## config.mk

```make
export PLATFORM = sky130hd
export DESIGN_NAME = coincidence_event_builder
export DESIGN_NICKNAME = d
export VERILOG_FILES = /design/src/rtl/core/ceb_pkg.sv /design/src/rtl/core/ceb_fifo.sv /design/src/rtl/core/ceb_front.sv /design/src/rtl/core/ceb_back.sv /design/src/rtl/core/coincidence_event_builder.sv
export VERILOG_INCLUDE_DIRS = /design/src /design/src/rtl/core
export SDC_FILE = /design/constraint.sdc
export NUM_CORES = 2
export LEC_CHECK = 0
export ABC_AREA = 1
export BUFFER_PORTS_ARGS = -buffer_cell sky130_fd_sc_hd__buf_4
export CAP_MARGIN = 20
export CORE_MARGIN = 8
export CORE_UTILIZATION = 60
export CTS_CLUSTER_SIZE = 10
export DETAILED_ROUTE_END_ITERATION = 6
export PLACE_DENSITY = 0.78
export REMOVE_ABC_BUFFERS = 1
export SKIP_CTS_REPAIR_TIMING = 1
export SLEW_MARGIN = 20
export SYNTH_ARGS = -nofsm -noshare
export SYNTH_HDL_FRONTEND = slang
export SYNTH_SLANG_ARGS = --single-unit
```

## constraint.sdc

```tcl
create_clock -name clk -period 56.8 [get_ports clk]
set_clock_uncertainty 0.05 [all_clocks]
set_input_delay 8.52 -clock clk [delete_from_list [all_inputs] [get_ports clk]]
set_output_delay 8.52 -clock clk [all_outputs]
set_load 0.02 [all_outputs]
```

## src/rtl/core/coincidence_event_builder_macros.svh

```systemverilog
// Assertion macros shared by the coincidence event builder RTL.
`ifndef COINCIDENCE_EVENT_BUILDER_MACROS_SVH
`define COINCIDENCE_EVENT_BUILDER_MACROS_SVH

`ifndef SYNTH
// Same-cycle implication, sampled on clk and held off during rst.
`define CEB_ASSERT_IMP(label, ante, cons) \
  label: assert property (@(posedge clk) disable iff (rst) (ante) |-> (cons)) \
    else $error("coincidence_event_builder: assertion failed");
// Next-cycle implication, sampled on clk and held off during rst.
`define CEB_ASSERT_NXT(label, ante, cons) \
  label: assert property (@(posedge clk) disable iff (rst) (ante) |=> (cons)) \
    else $error("coincidence_event_builder: assertion failed");
`else
`define CEB_ASSERT_IMP(label, ante, cons)
`define CEB_ASSERT_NXT(label, ante, cons)
`endif

`endif

```

## src/rtl/core/ceb_pkg.sv

```systemverilog
// Types, constants and register codes of the coincidence event builder.
package ceb_pkg;

  localparam int          MaxFragmentWords = 1024;
  localparam int          MinbiasBit       = 8;
  localparam int          QueueDepth       = 2;
  localparam logic [29:0] WindowReset      = 30'd5000000;
  localparam logic [15:0] MinbiasReset     = 16'd1;
  localparam logic [15:0] RandomReset      = 16'd2;
  localparam logic [31:0] NsPerSec         = 32'd1000000000;
  localparam logic [31:0] HeaderBytes      = 32'd40;

  typedef enum logic {
    CMD_FRAGMENT = 1'b0,
    CMD_FLUSH    = 1'b1
  } cmd_t;

  typedef enum logic [2:0] {
    REG_WINDOW  = 3'd0,
    REG_MINBIAS = 3'd1,
    REG_RANDOM  = 3'd2,
    REG_RUN     = 3'd3,
    REG_VERSION = 3'd4
  } reg_idx_t;

  typedef enum logic [1:0] {
    STREAM_COINC   = 2'd0,
    STREAM_MINBIAS = 2'd1,
    STREAM_RANDOM  = 2'd2
  } stream_t;

  typedef struct packed {
    logic [29:0] window_ns;
    logic [15:0] minbias_flag;
    logic [15:0] random_flag;
    logic [31:0] run_number;
    logic [7:0]  version_tag;
  } cfg_t;

  // Classified item as it waits between the front and the back.
  typedef struct packed {
    cmd_t        cmd;
    logic [31:0] trigger_id;
    logic [31:0] station_id;
    logic [31:0] seconds;
    logic [29:0] nanosec;
    logic [15:0] evtype;
    logic [31:0] version;
    logic [17:0] bytes;
  } frag_t;

  typedef struct packed {
    logic [31:0] event_trigger_id;
    logic [15:0] fragment_count;
    logic [31:0] event_length_bytes;
    logic [31:0] event_number;
    logic [31:0] first_station;
    logic [31:0] event_seconds;
    logic [29:0] event_nanosec;
    logic [15:0] event_type;
    stream_t     stream;
    logic [31:0] event_version;
    logic [31:0] run_id;
  } hdr_t;

endpackage

```

## src/rtl/core/ceb_fifo.sv

```systemverilog
// Small register queue used between the block's stages and at its output.
module ceb_fifo import ceb_pkg::*; #(
  parameter type T     = frag_t,
  parameter int  Depth = QueueDepth
) (
  input  logic clk,
  input  logic rst,
  input  logic push,
  input  T     wdata,
  output logic full,
  input  logic pop,
  output T     rdata,
  output logic empty
);

  localparam int PtrW = (Depth > 1) ? $clog2(Depth) : 1;
  localparam int CntW = $clog2(Depth + 1);

  T              mem [Depth];
  logic [PtrW-1:0] wr_ptr;
  logic [PtrW-1:0] rd_ptr;
  logic [CntW-1:0] count;
  logic            do_push;
  logic            do_pop;

  assign full    = (count == CntW'(Depth));
  assign empty   = (count == '0);
  assign do_push = push && !full;
  assign do_pop  = pop && !empty;
  assign rdata   = mem[rd_ptr];

  always_ff @(posedge clk) begin
    if (do_push) begin
      mem[wr_ptr] <= wdata;
    end
  end

  always_ff @(posedge clk) begin
    if (rst) begin
      wr_ptr <= '0;
      rd_ptr <= '0;
      count  <= '0;
    end else begin
      if (do_push) begin
        wr_ptr <= (wr_ptr == PtrW'(Depth - 1)) ? '0 : wr_ptr + 1'b1;
      end
      if (do_pop) begin
        rd_ptr <= (rd_ptr == PtrW'(Depth - 1)) ? '0 : rd_ptr + 1'b1;
      end
      if (do_push && !do_pop) begin
        count <= count + 1'b1;
      end else if (do_pop && !do_push) begin
        count <= count - 1'b1;
      end
    end
  end

endmodule

```

## src/rtl/core/ceb_front.sv

```systemverilog
// Front end: accepts items, drops oversized fragments, precomputes type and version.
module ceb_front import ceb_pkg::*; (
  input  cfg_t        cfg,
  input  logic        push,
  input  logic        full,
  input  logic        command,
  input  logic [31:0] trigger_id,
  input  logic [31:0] station_id,
  input  logic [31:0] time_seconds,
  input  logic [29:0] time_nanosec,
  input  logic [31:0] trigger_status,
  input  logic [15:0] length_words,
  input  logic [31:0] fragment_version,
  output logic        q_push,
  output frag_t       q_data
);

  cmd_t cmd;
  logic oversize;

  assign cmd      = cmd_t'(command);
  assign oversize = (length_words >= 16'(MaxFragmentWords));

  // A flush always goes on; an oversized fragment is swallowed here.
  assign q_push = push && !full && ((cmd == CMD_FLUSH) || !oversize);

  always_comb begin
    q_data            = '0;
    q_data.cmd        = cmd;
    q_data.trigger_id = trigger_id;
    q_data.station_id = station_id;
    q_data.seconds    = time_seconds;
    q_data.nanosec    = time_nanosec;
    q_data.evtype     = trigger_status[31:16] |
                        (trigger_status[MinbiasBit] ? cfg.minbias_flag : 16'd0);
    q_data.version    = fragment_version + {16'd0, cfg.version_tag, 8'd0};
    q_data.bytes      = {length_words, 2'b00};
  end

endmodule

```

## src/rtl/core/ceb_back.sv

```systemverilog
// Back end: holds the open event, joins or closes it, and builds event headers.
module ceb_back import ceb_pkg::*; (
  input  logic  clk,
  input  logic  rst,
  input  cfg_t  cfg,
  input  frag_t head,
  input  logic  q_empty,
  output logic  q_pop,
  input  logic  out_full,
  output logic  out_push,
  output hdr_t  out_data
);

  logic        event_open;
  logic [31:0] open_trigger_id;
  logic [31:0] open_station;
  logic [31:0] open_seconds;
  logic [29:0] open_nanosec;
  logic [15:0] open_type;
  logic [31:0] open_version;
  logic [15:0] open_count;
  logic [31:0] open_length;
  logic [31:0] event_counter;

  logic        take;
  logic        is_flush;
  logic        join_open;
  logic        load;
  logic [32:0] sec_diff;
  logic [30:0] ns_diff;
  logic [31:0] base;
  logic [31:0] signed_gap;
  logic [31:0] mag;
  logic [31:0] gap;
  logic        far;
  logic        in_window;
  logic [32:0] len_sum;

  // Time gap between the open event and the head item, in nanoseconds.
  assign sec_diff = {1'b0, head.seconds} - {1'b0, open_seconds};
  assign ns_diff  = {1'b0, head.nanosec} - {1'b0, open_nanosec};
  assign far      = (sec_diff != 33'd0) && (sec_diff != 33'd1) && (sec_diff != '1);

  always_comb begin
    if (sec_diff == 33'd1) begin
      base = NsPerSec;
    end else if (sec_diff == '1) begin
      base = -NsPerSec;
    end else begin
      base = '0;
    end
  end

  assign signed_gap = {ns_diff[30], ns_diff} + base;
  assign mag        = signed_gap[31] ? -signed_gap : signed_gap;
  assign gap        = far ? NsPerSec : mag;
  assign in_window  = (gap < {2'b00, cfg.window_ns});

  assign take      = !q_empty && !out_full;
  assign q_pop     = take;
  assign is_flush  = (head.cmd == CMD_FLUSH);
  assign join_open = event_open && (head.trigger_id == open_trigger_id) && in_window;
  assign out_push  = take && event_open && (is_flush || !join_open);
  assign load      = take && !is_flush && !join_open;
  assign len_sum   = {1'b0, open_length} + 33'(head.bytes);

  always_ff @(posedge clk) begin
    if (rst) begin
      event_open    <= 1'b0;
      event_counter <= '0;
    end else begin
      if (out_push) begin
        event_counter <= event_counter + 32'd1;
      end
      if (load) begin
        event_open <= 1'b1;
      end else if (take && is_flush) begin
        event_open <= 1'b0;
      end
    end
  end

  always_ff @(posedge clk) begin
    if (load) begin
      open_trigger_id <= head.trigger_id;
      open_station    <= head.station_id;
      open_seconds    <= head.seconds;
      open_nanosec    <= head.nanosec;
      open_type       <= head.evtype;
      open_version    <= head.version;
      open_count      <= 16'd1;
      open_length     <= HeaderBytes + 32'(head.bytes);
    end else if (take && !is_flush && join_open) begin
      if (open_count != '1) begin
        open_count <= open_count + 16'd1;
      end
      open_length <= len_sum[32] ? '1 : len_sum[31:0];
    end
  end

  always_comb begin
    out_data                    = '0;
    out_data.event_trigger_id   = open_trigger_id;
    out_data.fragment_count     = open_count;
    out_data.event_length_bytes = open_length;
    out_data.event_number       = event_counter;
    out_data.first_station      = open_station;
    out_data.event_seconds      = open_seconds;
    out_data.event_nanosec      = open_nanosec;
    out_data.event_version      = open_version;
    out_data.run_id             = cfg.run_number;
    out_data.event_type         = open_type;
    if ((open_type & cfg.minbias_flag) != '0) begin
      out_data.stream = STREAM_MINBIAS;
    end else if ((open_type & cfg.random_flag) != '0) begin
      out_data.stream = STREAM_RANDOM;
    end else if (open_count == 16'd1) begin
      out_data.stream     = STREAM_RANDOM;
      out_data.event_type = open_type | cfg.random_flag;
    end else begin
      out_data.stream = STREAM_COINC;
    end
  end

endmodule

```

## src/rtl/core/coincidence_event_builder.sv

```systemverilog
// Top level of the coincidence event builder: registers, front, queues and back.
//
//   Channel   Direction  Handshake            Carries
//   input     in         push / full          fragment descriptor or flush command
//   result    out        empty / pop          event header of one closed event
//   config    in/out     APB psel / penable   window, flags, run number, version tag
//
// The front is combinational and feeds the middle queue; a new item is
// accepted every cycle while the queues have room.
// The back takes one item per cycle while the output queue has room; the time-gap
// compare against the open event and the count and length update sit in that single stage.
// A header enters the output queue as the back takes the item that closes it.
// Reset is synchronous and empties both queues and closes any open event.
// A stalled result side fills the output queue, then the middle queue, then
// raises full.
`include "coincidence_event_builder_macros.svh"

module coincidence_event_builder import ceb_pkg::*; (
  input  logic        clk,
  input  logic        rst,
  // Input queue side.
  input  logic        push,
  output logic        full,
  input  logic        command,
  input  logic [31:0] trigger_id,
  input  logic [31:0] station_id,
  input  logic [31:0] time_seconds,
  input  logic [29:0] time_nanosec,
  input  logic [31:0] trigger_status,
  input  logic [15:0] length_words,
  input  logic [31:0] fragment_version,
  // Result queue side.
  output logic        empty,
  input  logic        pop,
  output logic [31:0] event_trigger_id,
  output logic [15:0] fragment_count,
  output logic [31:0] event_length_bytes,
  output logic [31:0] event_number,
  output logic [31:0] first_station,
  output logic [31:0] event_seconds,
  output logic [29:0] event_nanosec,
  output logic [15:0] event_type,
  output logic [1:0]  stream,
  output logic [31:0] event_version,
  output logic [31:0] run_id,
  // Configuration port.
  input  logic        psel,
  input  logic        penable,
  input  logic        pwrite,
  input  logic [4:0]  paddr,
  input  logic [31:0] pwdata,
  output logic [31:0] prdata,
  output logic        pready
);

  cfg_t     cfg;
  reg_idx_t reg_idx;
  logic     cfg_write;

  frag_t    front_data;
  logic     front_push;
  frag_t    mid_head;
  logic     mid_empty;
  logic     mid_pop;

  hdr_t     back_data;
  logic     back_push;
  logic     out_full;
  hdr_t     out_head;

  // Registers sit on word addresses; the two low address bits are ignored.
  assign pready    = 1'b1;
  assign reg_idx   = reg_idx_t'(paddr[4:2]);
  assign cfg_write = psel && penable && pwrite && pready;

  always_ff @(posedge clk) begin
    if (rst) begin
      cfg.window_ns    <= WindowReset;
      cfg.minbias_flag <= MinbiasReset;
      cfg.random_flag  <= RandomReset;
      cfg.run_number   <= '0;
      cfg.version_tag  <= '0;
    end else if (cfg_write) begin
      unique case (reg_idx)
        REG_WINDOW:  cfg.window_ns    <= pwdata[29:0];
        REG_MINBIAS: cfg.minbias_flag <= pwdata[15:0];
        REG_RANDOM:  cfg.random_flag  <= pwdata[15:0];
        REG_RUN:     cfg.run_number   <= pwdata;
        REG_VERSION: cfg.version_tag  <= pwdata[7:0];
        default: ;
      endcase
    end
  end

  always_comb begin
    unique case (reg_idx)
      REG_WINDOW:  prdata = {2'b00, cfg.window_ns};
      REG_MINBIAS: prdata = {16'd0, cfg.minbias_flag};
      REG_RANDOM:  prdata = {16'd0, cfg.random_flag};
      REG_RUN:     prdata = cfg.run_number;
      REG_VERSION: prdata = {24'd0, cfg.version_tag};
      default:     prdata = '0;
    endcase
  end

  // The front classifies each accepted item and drops oversized fragments,
  // so the back only ever sees flush commands and fragments within the size limit.
  ceb_front u_front (
    .cfg              (cfg),
    .push             (push),
    .full             (full),
    .command          (command),
    .trigger_id       (trigger_id),
    .station_id       (station_id),
    .time_seconds     (time_seconds),
    .time_nanosec     (time_nanosec),
    .trigger_status   (trigger_status),
    .length_words     (length_words),
    .fragment_version (fragment_version),
    .q_push           (front_push),
    .q_data           (front_data)
  );

  // The middle queue lets the front keep accepting while the back waits for
  // room at the output.
  ceb_fifo #(
    .T     (frag_t),
    .Depth (QueueDepth)
  ) u_mid_fifo (
    .clk   (clk),
    .rst   (rst),
    .push  (front_push),
    .wdata (front_data),
    .full  (full),
    .pop   (mid_pop),
    .rdata (mid_head),
    .empty (mid_empty)
  );

  // The back decides join, close or open for the item at the head of the
  // middle queue and pushes a header whenever an event closes.
  ceb_back u_back (
    .clk      (clk),
    .rst      (rst),
    .cfg      (cfg),
    .head     (mid_head),
    .q_empty  (mid_empty),
    .q_pop    (mid_pop),
    .out_full (out_full),
    .out_push (back_push),
    .out_data (back_data)
  );

  // The output queue holds finished headers until the consumer pops them.
  ceb_fifo #(
    .T     (hdr_t),
    .Depth (QueueDepth)
  ) u_out_fifo (
    .clk   (clk),
    .rst   (rst),
    .push  (back_push),
    .wdata (back_data),
    .full  (out_full),
    .pop   (pop),
    .rdata (out_head),
    .empty (empty)
  );

  assign event_trigger_id   = out_head.event_trigger_id;
  assign fragment_count     = out_head.fragment_count;
  assign event_length_bytes = out_head.event_length_bytes;
  assign event_number       = out_head.event_number;
  assign first_station      = out_head.first_station;
  assign event_seconds      = out_head.event_seconds;
  assign event_nanosec      = out_head.event_nanosec;
  assign event_type         = out_head.event_type;
  assign stream             = out_head.stream;
  assign event_version      = out_head.event_version;
  assign run_id             = out_head.run_id;

  // Every emitted event holds at least its first fragment and the header bytes.
  `CEB_ASSERT_IMP(a_count_nonzero, !empty, fragment_count != 16'd0)
  `CEB_ASSERT_IMP(a_length_floor, !empty, event_length_bytes >= HeaderBytes)
  // The stream code is never the unused fourth value.
  `CEB_ASSERT_IMP(a_stream_valid, !empty, stream != 2'd3)
  // Headers leave in order, each with the next event number.
  `CEB_ASSERT_NXT(a_number_step, !empty && pop, empty || event_number == $past(event_number) + 32'd1)

endmodule

```

After elaboration in Yosys (flattened, before gate mapping)
Memory sizes are Yosys's and may differ from the RTL's. A register that Yosys moved wholly into a read port is not among the register bits.
Index checks and enable logic that the tools add are counted.
- bits in registers: 365
- memory bits (writable): 958
- input port bits: 251
- word-level logic and storage cells: 144
- memories kept: 2
- memory list (name ; depth ; bits a word ; read ports ; clocked after Yosys merged registers in ; wr ports ; line ; text):
    u_out_fifo.mem ; 2 ; 288 ; 1 ; 1 ; 1 ; ceb_fifo.sv:19 ; T mem [Depth];
    u_mid_fifo.mem ; 2 ; 191 ; 1 ; 1 ; 1 ; ceb_fifo.sv:19 ;
- $add $sub $neg: 17
- $lt $le $gt $ge: 2
- equality and inequality tests: 13
- muxes and demuxes: 33
- bitwise logic cells: 4
- reduce and logical (&&, ||, !) cells: 52
- operator list (kind ; number):
    $mux 32 ; 7
    $pmux 32 s5 ; 1
    $mux 16 ; 4
    $add 32x18->33 ; 1
    $eq 33x1->1 const B ; 1
    $eq 33x33->1 const B ; 1
    $ne 33x1->1 const B ; 1
    $ne 33x33->1 const B ; 1
    $reduce_bool 33->1 ; 1
    $sub 32x32->33 ; 1
    $add 32x1->32 const B ; 1
    $add 32x16->32 ; 1
    $add 32x32->32 ; 1
    $and 16x16->16 ; 2
    $eq 32x32->1 ; 1
    $lt 32x30->1 ; 1
    $neg 32->32 ; 1
    $or 16x16->16 ; 2
    $reduce_bool 16->1 ; 2
    $sub 30x30->31 ; 1
    $logic_and 1x1->1 ; 23
    $add 6x18->19 const A ; 1
    $add 16x1->16 const B ; 1
    $eq 16x1->1 const B ; 1
    17 further kinds ; 63

Depth between registers and ports, before layout
- depth after elaboration: 18
- mapped depth: 70

Cells and area by module
Synthesis repeated with hierarchy kept, for this count alone.
- cells, all modules: 5379
- area total of the unflattened synthesis: 62917.8 µm²
- modules (own cells, without submodules) (module ; times used ; cells each ; area an instance (µm²) ; seq. area each (µm²)):
    ceb_fifo at u_out_fifo ; 1 ; 933 ; 21859.7 ; 17396.7
    ceb_back ; 1 ; 2609 ; 19489.9 ; 7166.9
    ceb_fifo at u_mid_fifo ; 1 ; 637 ; 14223.6 ; 11691.2
    coincidence_event_builder ; 1 ; 797 ; 4989.8 ; 2042.0
    ceb_front ; 1 ; 403 ; 2354.8 ; 0.0

Worst setup path after synthesis
Ideal clock, no wire load.
- kind: flip-flop to flip-flop
- from: register with a tool-made name
- to: memory u_out_fifo.mem[0][0] (netlist name), enable pin
- library setup time: 0.940 ns
- arrival: 20.340 ns
- required time: 55.810 ns
- setup slack: 35.470 ns
- cell stages (with the launch flop): 64
- path buffers: 9
- cells stage by stage: dfxtp_1 clkbuf_1 buf_1 clkbuf_1 clkbuf_1 clkbuf_1 clkbuf_1 clkbuf_1 nand2_1 nand2_1 ha_1 nand3_1 nand2_1 a21oi_1 o21bai_1 a21oi_1 o21ai_0 nand3_1 (+28 left out) o21ai_0 a21oi_1 ha_1 nand2_1 o21ai_0 nand3_1 a21oi_1 a211oi_1 nand2_1 nand2_1 nand2_1 nand2_1 nand2_1 a21oi_1 nand3_2 nand2_4 buf_2 nor2_1
- RTL lines (what ; line):
    end: declaration ; ceb_fifo.sv:19

Worst setup path in the final report
- from: input paddr[4]
- to: output prdata[12]
- word-level cells in the longest chain between the ends: 2
- ends and longest elaborated chain (what ; line ; text):
    start: declaration ; coincidence_event_builder.sv:50 ; input logic [4:0] paddr,
    $eq 3x3->1, or another cell as far along ; coincidence_event_builder.sv:96 ; unique case (reg_idx)
    $pmux 32 s5 (*) ; coincidence_event_builder.sv:96 ;
    end: declaration ; coincidence_event_builder.sv:52 ; output logic [31:0] prdata,
Every way passes the cells marked *; elsewhere a longest branch is shown, timed or not.

==> flow_summary.ini <==
[outcome]
outcome = complete, no violations

[synth]
syn_area_sq_um = 58600
yosysTopAreaCellShare = 0.595
yosysWarnings = 0
synth-main-ff-cell = edfxtp_1
yosysUniqueCellTypes = 66
syn_area_per_cell_sq_um = 11.4
synthCells = 5141
ys_async_sr_fraction = 0
synth_edf_count = 1161
yosysSeqAreaShare = 0.650
synth_seq_cells = 1322
synth.largest_area_cell = edfxtp_1
synth.area.top_cells = edfxtp_1, nand2_1, mux2_2

[power]
ir_drop_mv = 0.0366
power_density_nw_per_um2 = 49.6
totalPowerFinal_mw = 3.40
power.leakage_nw = 27.2

[sta]
maxSlewViolCount = 0
worst_pin_slew_ns = 1.05
slew_headroom = 0.301
final.setup.tns_ns = 0
hold_viol = 0
fmax_mhz = 52.9
fin_crit_ns = 18.89
post-route-period-util = 0.333
setup_viol = 0
fin_ws_ns = 37.91
rsz0062_at_grt = no

[detailed_routing]
dr.first_iter.drc_count = 3485
vias_per_cell = 5.58
wirelength_mm = 153
ant_nets = 0
firstDrtPassIters = 6
wl_per_cell_um = 21.4
drc = 0
vias = 39800

[global_route]
antenna_found_initial = 37
grt_max_degree = 145
grt_pass1_wl_mm = 227
overflow = 0
grt_pass1_vias = 39500
grtUsageTotal = 0.275

[critical_path]
crit_fanout = 22
crit_family = buffers and inverters
cp_common_cell = buf_4
critPathLaunchType = input pin
cp_slowest_cell = nor3_2
endpoint_kind = primary output
slowest_delay_ns = 0.64
critPathKind = in2out
critPathArrivalTime_ns = 10.32
path_cells = buf_4, nor3_2, buf_4, nand2_1, o2111ai_1, buf_4
crit_buf_inv = 3
cp.required_ns = 48.23

[floorplan]
rows = 114
io_pins = 574
start_util = 0.606
die_x_um = 329
die_y_um = 329
die_area_sq_um = 108000
core_area_sq_um = 96700

[placed_design]
dp_slack_ns = 37.90
dpl.hpwl_mm = 107
gp_congestion = 0.904
port_buffers = 555
place_area_sq_um = 64200

[hold_path]
min_path_type = reg2reg

[job]
maxCapViolCount = 0

[clock_tree]
numCtsBuffers = 152
cts_root_buf = clkbuf_16
insertion_delay_ns = 0.75
clk_pin_slew_worst_paths_ns = 0.05
cts_tree = done
cts.path.max_buffers = 3
cts_sinks = 1322
htree_levels = 4

[cells_and_area]
fin_area_sq_um = 68700
final_common_cell = nand2_1
syn2layout_area_growth_pct = 17.1
drive_gt1_frac = 0.201
fin_nets = 6159
layout_common_cells = nand2_1, edfxtp_1, buf_4
## cell families (layout without fill, tap and decap cells)
family                     count (synthesis)  after routing  synth area share
adders and majority gates                151            151            0.0327
and+or+nand+nor                         1985           1985             0.141
other                                      1             32         0.0000640
AOI/OAI and AO/OA                        605            605            0.0583
xor gates and xnor gates                 128            128            0.0192
muxes                                    288            288            0.0553
DFF                                     1322           1322             0.650
buffers and inverters                    661           1355            0.0435
## layer usage
layer | GRT usage | vias to the layer above | wire length (um)
met5 | 0 | - | 87
met4 | 0.116 | 12 | 5750
met3 | 0.0840 | 309 | 13900
met2 | 0.456 | 1480 | 73600
met1 | 0.334 | 19000 | 59400
li1 | - | 19000 | -
## synthesized netlist by cell type (21+ instances only)
library cell and count:
or2_2 26, o21ai_0 223, inv_2 21, nand3_1 163
inv_1 500, dfxtp_1 161, a21oi_1 240, clkbuf_1 116
nor2_1 335, mux2_2 287, ha_1 147, edfxtp_1 1161
nor3_1 53, xor2_1 95, xnor2_1 32, nor4_1 29
nand4_1 46, nand2_1 1261
## where the power goes
| group | switching, mW | internal [mW] | leakage, nW | total, mW |
|---|---|---|---|---|
| clock | 0.371 | 0.501 | 2.09 | 0.872 |
| sequential | 0.0599 | 1.23 | 11.9 | 1.29 |
| combinational | 0.821 | 0.419 | 13.2 | 1.24 |
| total | 1.25 | 2.15 | 27.2 | 3.40 |
## final timing paths
check | endpoint | cells past startpoint | startpoint | slack [ns]
setup / recovery | prdata[12] | 6 | paddr[4] | 37.91
hold / removal | u_out_fifo.mem[1][35] | 0 | u_back.open_version[3] | 0.39
setup reg to reg | u_out_fifo.mem[1][132] | 55 | flop | 44.65
hold reg to reg | u_out_fifo.mem[1][35] | 0 | u_back.open_version[3] | 0.39
## layout make-up
class | count | area [sq um]
tap | 1276 | 1600
sequential | 1322 | 38100
timing repair buffer | 597 | 4560
multi-input combinational | 3158 | 18000
clock buffer | 215 | 4110
fill | 6699 | 28000
clock inverter | 17 | 219
inverter | 526 | 1990
antenna | 31 | 77.6
## state kept, by name, summed over array words and instances, names as in the netlist, 16 cells and up, named ones only
register and count:
cfg 102, u_back.open_type 16, u_back.event_counter 32, u_mid_fifo.mem 382, u_back.open_trigger_id 32, u_back.open_station 32, u_back.open_seconds 32, u_back.open_count 16
u_out_fifo.mem 574, u_back.open_length 31, u_back.open_nanosec 30, u_back.open_version 32
## through the flow
stage / instances / util / hold slack, ns
global route: 7130 / 0.710 / 0.399
global placement: 6875 / 0.664 / 0.372
floorplan: 5006 / - / 0.371
detailed placement: 6877 / 0.664 / 0.380
CTS: 7109 / 0.709 / 0.392
finish: 7142 / 0.710 / 0.390
No activity file was read; power rests on OpenSTA's default activity.
